<file path="config.mk">
export PLATFORM = sky130hd
export DESIGN_NAME = byte_ring_buffer_with_random_removal_core
export DESIGN_NICKNAME = d
export VERILOG_FILES = /design/src/rtl/brrb_pkg.sv /design/src/rtl/brrb_ram.sv /design/src/rtl/brrb_ctrl.sv /design/src/rtl/brrb_dp.sv /design/src/rtl/byte_ring_buffer_with_random_removal_core.sv
export VERILOG_INCLUDE_DIRS = /design/src /design/src/rtl
export SDC_FILE = /design/constraint.sdc
export NUM_CORES = 2
export LEC_CHECK = 0
export BUFFER_PORTS_ARGS = -buffer_cell sky130_fd_sc_hd__buf_2
export CAP_MARGIN = 15
export CORE_MARGIN = 8
export CORE_UTILIZATION = 63
export CTS_CLUSTER_DIAMETER = 30
export DETAILED_ROUTE_END_ITERATION = 8
export GPL_TIMING_DRIVEN = 0
export PLACE_DENSITY = 0.78
export SETUP_SLACK_MARGIN = 0.02
export SYNTH_ARGS = -nofsm -noshare
export SYNTH_HDL_FRONTEND = slang
export SYNTH_SLANG_ARGS = --single-unit
</file>
<file path="constraint.sdc">
create_clock -name clk -period 6.8 [get_ports clk]
set_input_delay 0.68 -clock clk [delete_from_list [all_inputs] [get_ports clk]]
set_output_delay 0.68 -clock clk [all_outputs]
set_load 0.005 [all_outputs]
</file>
<file path="src/rtl/byte_ring_buffer_with_random_removal_core_assert.svh">
// assertion macros shared by the byte ring buffer modules
// depends on signals named clk and rst in the including module
`ifndef BYTE_RING_BUFFER_WITH_RANDOM_REMOVAL_CORE_ASSERT_SVH
`define BYTE_RING_BUFFER_WITH_RANDOM_REMOVAL_CORE_ASSERT_SVH
`ifndef SYNTHESIS
`define BRRB_ASSERT_NOW(lbl, ante, cons, msg) \
  lbl: assert property (@(posedge clk) disable iff (rst) (ante) |-> (cons)) \
    else $error(msg);
`define BRRB_ASSERT_NEXT(lbl, ante, cons, msg) \
  lbl: assert property (@(posedge clk) disable iff (rst) (ante) |=> (cons)) \
    else $error(msg);
`else
`define BRRB_ASSERT_NOW(lbl, ante, cons, msg)
`define BRRB_ASSERT_NEXT(lbl, ante, cons, msg)
`endif
`endif

</file>
<file path="src/rtl/brrb_pkg.sv">
// types, codes and constants of the byte ring buffer
// no dependencies
`default_nettype none
package brrb_pkg;

  localparam int DEPTH_DEFAULT = 128;
  localparam int KIND_W = 2;
  localparam int BYTE_W = 8;
  localparam int POS_W = 7;
  localparam int CNT_W = 8;
  localparam logic [CNT_W-1:0] CAP_RESET = 8'd128;

  typedef enum logic [KIND_W-1:0] {
    KIND_PUSH = 2'd0,
    KIND_PEEK = 2'd1,
    KIND_POLL = 2'd2,
    KIND_FWD  = 2'd3
  } kind_t;

  typedef enum logic [2:0] {
    ST_IDLE,
    ST_EXEC,
    ST_READ_WAIT,
    ST_SHIFT_RD,
    ST_SHIFT_WR,
    ST_REPLY
  } state_t;

  typedef struct packed {
    logic cfg_we;
    logic load;
    logic do_push;
    logic do_fwd;
    logic set_err;
    logic capture;
    logic pop_head;
    logic pop_mid;
    logic shift_rd;
    logic shift_wr;
  } cmd_t;

  typedef struct packed {
    kind_t kind;
    logic  can_push;
    logic  pos_ok;
    logic  pos_zero;
    logic  pos_more;
    logic  skip_ok;
    logic  shift_more;
  } sts_t;

endpackage
`default_nettype wire

</file>
<file path="src/rtl/brrb_ram.sv">
// generic single write port ram with registered read
// no dependencies
`default_nettype none
module brrb_ram #(
  parameter int WIDTH = 8,
  parameter int DEPTH = 128
) (
  input  wire logic                     clk,
  input  wire logic                     we,
  input  wire logic [$clog2(DEPTH)-1:0] waddr,
  input  wire logic [WIDTH-1:0]         wdata,
  input  wire logic [$clog2(DEPTH)-1:0] raddr,
  output logic      [WIDTH-1:0]         rdata
);

  logic [WIDTH-1:0] mem [DEPTH];

  always_ff @(posedge clk) begin
    if (we) begin
      mem[waddr] <= wdata;
    end
    rdata <= mem[raddr];
  end

endmodule
`default_nettype wire

</file>
<file path="src/rtl/brrb_ctrl.sv">
// operation sequencer of the byte ring buffer
// depends on brrb_pkg and the assertion macro header
`default_nettype none
`include "byte_ring_buffer_with_random_removal_core_assert.svh"
module brrb_ctrl
  import brrb_pkg::*;
(
  input  wire logic clk,
  input  wire logic rst,
  input  wire logic start,
  input  wire logic cap_valid,
  input  wire sts_t sts,
  output logic      busy,
  output logic      done,
  output logic      cap_ready,
  output cmd_t      cmd
);

  state_t state;
  state_t state_next;

  always_ff @(posedge clk) begin
    if (rst) begin
      state <= ST_IDLE;
    end else begin
      state <= state_next;
    end
  end

  always_comb begin
    state_next = state;
    case (state)
      ST_IDLE: begin
        if (start) begin
          state_next = ST_EXEC;
        end
      end
      ST_EXEC: begin
        if ((sts.kind == KIND_PEEK || sts.kind == KIND_POLL) && sts.pos_ok) begin
          state_next = ST_READ_WAIT;
        end else begin
          state_next = ST_REPLY;
        end
      end
      ST_READ_WAIT: begin
        if (sts.kind == KIND_POLL && !sts.pos_zero && sts.pos_more) begin
          state_next = ST_SHIFT_RD;
        end else begin
          state_next = ST_REPLY;
        end
      end
      ST_SHIFT_RD: state_next = ST_SHIFT_WR;
      ST_SHIFT_WR: begin
        if (sts.shift_more) begin
          state_next = ST_SHIFT_RD;
        end else begin
          state_next = ST_REPLY;
        end
      end
      ST_REPLY: state_next = ST_IDLE;
      default: state_next = ST_IDLE;
    endcase
  end

  always_comb begin
    cmd       = '0;
    busy      = 1'b1;
    done      = 1'b0;
    cap_ready = 1'b0;
    case (state)
      ST_IDLE: begin
        busy       = 1'b0;
        cap_ready  = !start;
        cmd.load   = start;
        cmd.cfg_we = cap_valid && !start;
      end
      ST_EXEC: begin
        case (sts.kind)
          KIND_PUSH: begin
            cmd.do_push = sts.can_push;
            cmd.set_err = !sts.can_push;
          end
          KIND_FWD: begin
            cmd.do_fwd  = sts.skip_ok;
            cmd.set_err = !sts.skip_ok;
          end
          default: begin
            cmd.set_err = !sts.pos_ok;
          end
        endcase
      end
      ST_READ_WAIT: begin
        cmd.capture = 1'b1;
        if (sts.kind == KIND_POLL) begin
          cmd.pop_head = sts.pos_zero;
          cmd.pop_mid  = !sts.pos_zero;
        end
      end
      ST_SHIFT_RD: cmd.shift_rd = 1'b1;
      ST_SHIFT_WR: cmd.shift_wr = 1'b1;
      ST_REPLY:    done = 1'b1;
      default: begin
        busy = 1'b1;
      end
    endcase
  end

  `BRRB_ASSERT_NEXT(a_done_single, done, !done, "result strobe longer than one cycle")
  `BRRB_ASSERT_NEXT(a_accept_busy, start && !busy, busy, "accepted item did not raise busy")
  `BRRB_ASSERT_NOW(a_cfg_idle, cmd.cfg_we, !busy && !cmd.load, "config write during an item")

endmodule
`default_nettype wire

</file>
<file path="src/rtl/brrb_dp.sv">
// pointers, counters, operand and result registers of the byte ring buffer
// depends on brrb_pkg, brrb_ram and the assertion macro header
`default_nettype none
`include "byte_ring_buffer_with_random_removal_core_assert.svh"
module brrb_dp
  import brrb_pkg::*;
#(
  parameter int DEPTH = DEPTH_DEFAULT
) (
  input  wire logic              clk,
  input  wire logic              rst,
  input  wire cmd_t              cmd,
  input  wire logic [KIND_W-1:0] kind,
  input  wire logic [BYTE_W-1:0] push_byte,
  input  wire logic [POS_W-1:0]  position,
  input  wire logic [CNT_W-1:0]  skip_count,
  input  wire logic [CNT_W-1:0]  cap_data,
  output sts_t                   sts,
  output logic                   status,
  output logic      [BYTE_W-1:0] read_byte,
  output logic      [CNT_W-1:0]  fill_count,
  output logic      [CNT_W-1:0]  free_count
);

  localparam int PtrW = $clog2(DEPTH);
  localparam int CntW = $clog2(DEPTH + 1);
  localparam int SumW = CntW + 1;

  function automatic logic [PtrW-1:0] wrap_add(
    input logic [PtrW-1:0] base,
    input logic [CntW-1:0] off,
    input logic [CntW-1:0] lim
  );
    logic [SumW-1:0] s;
    s = SumW'(base) + SumW'(off);
    if (s >= SumW'(lim)) begin
      s = s - SumW'(lim);
    end
    return s[PtrW-1:0];
  endfunction

  logic [CNT_W-1:0]  cap_reg;
  logic [PtrW-1:0]   head;
  logic [PtrW-1:0]   tail;
  logic [CntW-1:0]   count;
  logic [PtrW-1:0]   k;
  kind_t             op_kind;
  logic [BYTE_W-1:0] op_byte;
  logic [POS_W-1:0]  op_pos;
  logic [CNT_W-1:0]  op_skip;
  logic              err;
  logic [BYTE_W-1:0] rbyte;

  logic [CntW-1:0]   cap_eff;
  logic [PtrW-1:0]   idx_pos;
  logic [PtrW-1:0]   idx_k;
  logic [PtrW-1:0]   idx_k1;
  logic              ram_we;
  logic [PtrW-1:0]   ram_waddr;
  logic [BYTE_W-1:0] ram_wdata;
  logic [PtrW-1:0]   ram_raddr;
  logic [BYTE_W-1:0] ram_rdata;

  always_comb begin
    if (cap_reg == '0) begin
      cap_eff = CntW'(1);
    end else if (cap_reg > CNT_W'(DEPTH)) begin
      cap_eff = CntW'(DEPTH);
    end else begin
      cap_eff = cap_reg[CntW-1:0];
    end
  end

  assign idx_pos = wrap_add(head, CntW'(op_pos), cap_eff);
  assign idx_k   = wrap_add(head, CntW'(k), cap_eff);
  assign idx_k1  = wrap_add(head, CntW'(k) + CntW'(1), cap_eff);

  assign ram_we    = cmd.do_push || cmd.shift_wr;
  assign ram_waddr = cmd.shift_wr ? idx_k : tail;
  assign ram_wdata = cmd.shift_wr ? ram_rdata : op_byte;
  assign ram_raddr = cmd.shift_rd ? idx_k1 : idx_pos;

  brrb_ram #(
    .WIDTH(BYTE_W),
    .DEPTH(DEPTH)
  ) u_ram (
    .clk  (clk),
    .we   (ram_we),
    .waddr(ram_waddr),
    .wdata(ram_wdata),
    .raddr(ram_raddr),
    .rdata(ram_rdata)
  );

  always_ff @(posedge clk) begin
    if (rst) begin
      cap_reg <= CAP_RESET;
      head    <= '0;
      tail    <= '0;
      count   <= '0;
    end else if (cmd.cfg_we) begin
      cap_reg <= cap_data;
      head    <= '0;
      tail    <= '0;
      count   <= '0;
    end else begin
      if (cmd.do_push) begin
        tail  <= wrap_add(tail, CntW'(1), cap_eff);
        count <= count + CntW'(1);
      end
      if (cmd.do_fwd) begin
        head  <= wrap_add(head, CntW'(op_skip), cap_eff);
        count <= count - CntW'(op_skip);
      end
      if (cmd.pop_head) begin
        head  <= wrap_add(head, CntW'(1), cap_eff);
        count <= count - CntW'(1);
      end
      if (cmd.pop_mid) begin
        tail  <= (tail == '0) ? PtrW'(cap_eff - CntW'(1)) : tail - PtrW'(1);
        count <= count - CntW'(1);
      end
    end
  end

  always_ff @(posedge clk) begin
    if (cmd.load) begin
      op_kind <= kind_t'(kind);
      op_byte <= push_byte;
      op_pos  <= position;
      op_skip <= skip_count;
      err     <= 1'b0;
      rbyte   <= '0;
    end
    if (cmd.set_err) begin
      err <= 1'b1;
    end
    if (cmd.capture) begin
      rbyte <= ram_rdata;
    end
    if (cmd.pop_mid) begin
      k <= PtrW'(op_pos);
    end else if (cmd.shift_wr) begin
      k <= k + PtrW'(1);
    end
  end

  always_comb begin
    sts.kind       = op_kind;
    sts.can_push   = count < cap_eff;
    sts.pos_ok     = CNT_W'(op_pos) < CNT_W'(count);
    sts.pos_zero   = op_pos == '0;
    sts.pos_more   = (CNT_W'(op_pos) + CNT_W'(1)) < CNT_W'(count);
    sts.skip_ok    = op_skip <= CNT_W'(count);
    sts.shift_more = (SumW'(k) + SumW'(1)) < SumW'(count);
  end

  assign status     = err;
  assign read_byte  = rbyte;
  assign fill_count = CNT_W'(count);
  assign free_count = CNT_W'(cap_eff - count);

  `BRRB_ASSERT_NOW(a_count_cap, 1'b1, count <= cap_eff, "fill count above capacity")
  `BRRB_ASSERT_NOW(a_ptr_cap, 1'b1, (CntW'(head) < cap_eff) && (CntW'(tail) < cap_eff),
                   "pointer outside used ring")
  `BRRB_ASSERT_NOW(a_shift_range, cmd.shift_wr, CntW'(k) < count, "shift beyond fill")

endmodule
`default_nettype wire

</file>
<file path="src/rtl/byte_ring_buffer_with_random_removal_core.sv">
// top level of the byte ring buffer with removal from any position
// depends on brrb_pkg, brrb_ctrl and brrb_dp
//
// Usage: drive kind, push_byte, position and skip_count with start high; the
// item is taken at a clock edge where busy is low. kind selects push, peek,
// poll (read and remove) or forward (discard from head). Exactly one result
// follows per item: done is high for one cycle with status, read_byte,
// fill_count and free_count valid; there is no way to hold it off, so the
// receiver must sample it in that cycle.
// done follows the accepting edge by way of states EXEC and REPLY for push
// and forward and for failed peek or poll, and EXEC, READ_WAIT and REPLY for
// peek and poll, plus one SHIFT_RD and one SHIFT_WR state per byte moved when
// poll removes from the middle (fill before the poll minus position minus 1
// bytes), since each moved byte takes one read and one write on the single
// ram port pair. busy drops the cycle after done.
// The capacity register is written over cap_valid/cap_ready while idle; a
// write also empties the queue. Reset empties the queue and sets the
// capacity to 128; stored bytes are not cleared.
`default_nettype none
module byte_ring_buffer_with_random_removal_core
  import brrb_pkg::*;
#(
  parameter int DEPTH = DEPTH_DEFAULT
) (
  input  wire logic              clk,
  input  wire logic              rst,
  input  wire logic              start,
  output logic                   busy,
  input  wire logic [KIND_W-1:0] kind,
  input  wire logic [BYTE_W-1:0] push_byte,
  input  wire logic [POS_W-1:0]  position,
  input  wire logic [CNT_W-1:0]  skip_count,
  output logic                   done,
  output logic                   status,
  output logic      [BYTE_W-1:0] read_byte,
  output logic      [CNT_W-1:0]  fill_count,
  output logic      [CNT_W-1:0]  free_count,
  input  wire logic              cap_valid,
  output logic                   cap_ready,
  input  wire logic [CNT_W-1:0]  cap_data
);

  cmd_t cmd;
  sts_t sts;

  brrb_ctrl u_ctrl (
    .clk      (clk),
    .rst      (rst),
    .start    (start),
    .cap_valid(cap_valid),
    .sts      (sts),
    .busy     (busy),
    .done     (done),
    .cap_ready(cap_ready),
    .cmd      (cmd)
  );

  brrb_dp #(
    .DEPTH(DEPTH)
  ) u_dp (
    .clk       (clk),
    .rst       (rst),
    .cmd       (cmd),
    .kind      (kind),
    .push_byte (push_byte),
    .position  (position),
    .skip_count(skip_count),
    .cap_data  (cap_data),
    .sts       (sts),
    .status    (status),
    .read_byte (read_byte),
    .fill_count(fill_count),
    .free_count(free_count)
  );

endmodule
`default_nettype wire

</file>
==> results.yml <==
worst_setup_path:
  crit_arrival_ns: 7.36
  critPathCaptureType: "register"
  worstPathCellList: "inv_1, nand2_2, inv_1, fa_1, nor2b_1, o21ai_0, a21boi_0, o21ai_0, a31oi_1, o21ai_0, nand2b_1, a31oi_1, and3_1, nand3_1, clkbuf_1, nor2_1"
  slowest_delay_ns: 0.89
  r2r_cells: 16
  rr_endpoint: "u_dp.u_ram.mem[43][0]"
  crit_fanout: 12
  crit_slowest_cell: "nor2_1"
  worst_ep_required_time_ns: 7.22
  crit_path_start: "u_dp.cap_reg[7]"
  startpoint_type: "register"
  crit_end: "u_dp.u_ram.mem[43][0]"
  ff2ff_setup_slack_ns: -0.14
  crit_top_cell: "o21ai_0"
  critical_path_class: "register to register"
  crit-reg2reg-launch: "u_dp.cap_reg[7]"
grt:
  antenna_found_initial: 6
  grt_usage_pct: 37.5
  grt_overflow_total: 0
  grt_pass1_wl_um: 236000
  grt_start_max_net_pins: 83
  grt_pass1_vias: 35300
yosys:
  synth_ff_type: "edfxtp_1"
  synth_edf_count: 1064
  synth_area_leaders: "edfxtp_1 65%, mux2i_1 5.7%, ha_1 3.0%"
  yosys_warnings: 0
  synth_cell_types: 85
  synth_top_area_cell: "edfxtp_1"
  synth_top_area_share_pct: 64.7
  async_flop_share_pct: 0
  syn_inst: 3657
  synth_area_sq_um: 49400
  seq_area_frac_synth_pct: 66.4
  syn-num-nets: 3824
  syn_area_per_cell_sq_um: 13.5
  ys_ff_latch: 1106
clocking:
  clk_latency_ns: 0.82
  clk_pin_slew_ns: 0.05
  cts_sinks: 1106
  cts-htree-levels: 4
  cts_buffers: 195
  cts_root_buf: "clkbuf_16"
  clock_path_buffers: 3
  cts_tree: "done"
final_layout:
  final_area_sq_um: 58600
  syn2layout_area_growth_pct: 18.6
  top_register: "u_dp.u_ram.mem"
  largest_register_ffs: 1024
  layout-drive-gt1-share_pct: 15.8
  fin_nets: 4105
die:
  initial_core_util_pct: 63.7
  std_cell_rows: 102
  dieArea_sq_um: 87600
  fp.dieW_um: 296
  die_h_um: 296
  core-area_sq_um: 77600
  pin_count: 65
sta:
  period_needed_ns: 6.94
  hold_viol: 0
  slew-limit-headroom_pct: 6.24
  fin_worst_skew_ns: 0.110
  worstMarginPinSlew_ns: 1.41
  setup_viol: 42
  setup_tns_ns: -4.14
  layout_setup_ws_ns: -0.142
  rsz0062_at_grt: "true"
  slew_violations: 0
  fmax_mhz: 144
  fin_crit_sh_pct: 102
pwr:
  internal_power_mw: 15.9
  clockPowerShare_pct: 41.0
  swShare_pct: 33.7
  peakVddDrop_v: 0.000323
  pwr-share-comb_pct: 24.8
  seqPwrFrac_pct: 34.2
  power_density_nw_per_um2: 409
  p_switching_mw: 8.08
  power_mw: 24.0
  p_leak_nw: 21.1
run:
  drv_cap: 0
drt:
  drc: 0
  ant_nets: 0
  viasPerCell: 6.94
  route.vias.total: 35800
  wire_per_inst_um: 32.3
  wirelength_um: 167000
  drtIter0Drc: 5752
  drt_first_pass_iters: 9
place:
  io_buffers: 64
  gp_congestion: 1.06
  hpwl_um: 110000
  dpl-instance-area_sq_um: 51400
min_path:
  min_from: "push_byte[2]"
  min_path_type: "input pin to register"
outcome:
  violations: "negative setup slack"
  outcome: "finished, violations left"
## Yosys cell counts (54+ instances only)
cell      number
edfxtp_1    1064
nand2_1      380
mux2i_1      282
nor2_1       246
nand3_1      161
a21oi_1      159
ha_1         118
clkbuf_1     108
o21ai_0       84
inv_1         81
a221oi_1      76
o22ai_1       73
a211oi_1      57
nor3_1        54
## worst max-delay path: cells and delay by family (launching register included)
family	cells	cell delay (ns)
AND/OR/NAND/NOR	6	2.38
AO/OA/AOI/OAI	6	1.81
adder cells (fa/ha/maj)	1	0.30
flip-flops	1	0.35
buffers and inverters	3	1.71
## power by group through the flow
stage | sequential, mW | combinational [mW] | clock [mW]
after floorplan | 8.38 | 3.04 | 0
after global placement | 8.53 | 5.21 | 0
after detailed placement | 8.33 | 5.45 | 0
after CTS | 8.20 | 5.56 | 9.79
after global routing | 8.21 | 6.00 | 10.1
final | 8.21 | 5.94 | 9.84
## cell usage in the layout, fill, tap and decap left out, drive strengths merged, types with 39 or more instances in the layout
cell type  count
buf          174
nor2         247
a31oi         39
a211oi        59
a21oi        159
clkbuf       331
clkinv        89
nor3          56
and3          43
dfxtp         42
ha           118
a221oi        76
o21ai         88
inv           99
o22ai         73
nand2        380
xnor2         52
mux2i        282
nand3        161
edfxtp      1064
## area by class of cell
type	count	area [sq um]
plain buffers	203	1120
well taps	1040	1300
repair buffers	85	711
clock inverters	152	1740
multi-input cells	2266	15600
inverters	81	304
diodes	4	10.0
clock buffers	217	5030
flip-flops and latches	1106	32800
fillers	4780	19000
## logic make-up (layout without fill, tap and decap cells)
| kind of cell | after synthesis | count (layout) | synth area share, % |
|---|---|---|---|
| AO/OA/AOI/OAI | 735 | 735 | 10.3 |
| buffers and inverters | 285 | 738 | 2.82 |
| AND/OR/NAND/NOR | 1011 | 1011 | 9.25 |
| other | 0 | 4 | 0 |
| adder cells (fa/ha/maj) | 130 | 130 | 3.48 |
| multiplexers | 310 | 310 | 6.35 |
| flip-flops | 1106 | 1106 | 66.4 |
| XOR/XNOR | 80 | 80 | 1.42 |
## layer usage
metal / part of all wire [%] / track usage, % / up-vias
met4: 7.1 / 23.4 / 6
met3: 14 / 12.4 / 682
li1: - / - / 14700
met1: 34 / 46.4 / 17400
met5: 0.041 / 0 / -
met2: 45 / 57.2 / 2934
## through the flow
stage	hold slack, ns	cells	setup slack [ns]	utilization, %
2_1_floorplan	0.436	3657	1.95	-
3_3_place_gp	0.447	4761	-0.799	65.7
3_5_place_dp	0.455	4776	-0.821	66.2
4_1_cts	0.0502	5147	-0.159	75.1
5_1_grt	0.0599	5150	-0.126	75.5
6_report	0.0587	5154	-0.142	75.5
## how the worst min path moves through the flow
| stage | end | slack, ns | cells after the start |
|---|---|---|---|
| after floorplan | u_dp.cap_reg[0] | 0.44 | 2 |
| after global placement | u_dp.cap_reg[0] | 0.45 | 2 |
| after detailed placement | u_dp.cap_reg[0] | 0.46 | 2 |
| after CTS | u_dp.op_byte[3] | 0.05 | 1 |
| after global routing | u_dp.op_byte[3] | 0.06 | 1 |
| final | u_dp.op_byte[2] | 0.06 | 1 |
## timing repair
item / 4_1_cts / 5_1_grt
resized for setup: 38 / 85
endpoints found under the hold margin: 0 / 0
pin swaps: 1 / 2
buffers inserted: 3 / 0
setup endpoints to repair: 680 / 370
hold buffers: 0 / 0
No activity file was read; power rests on OpenSTA's default activity.
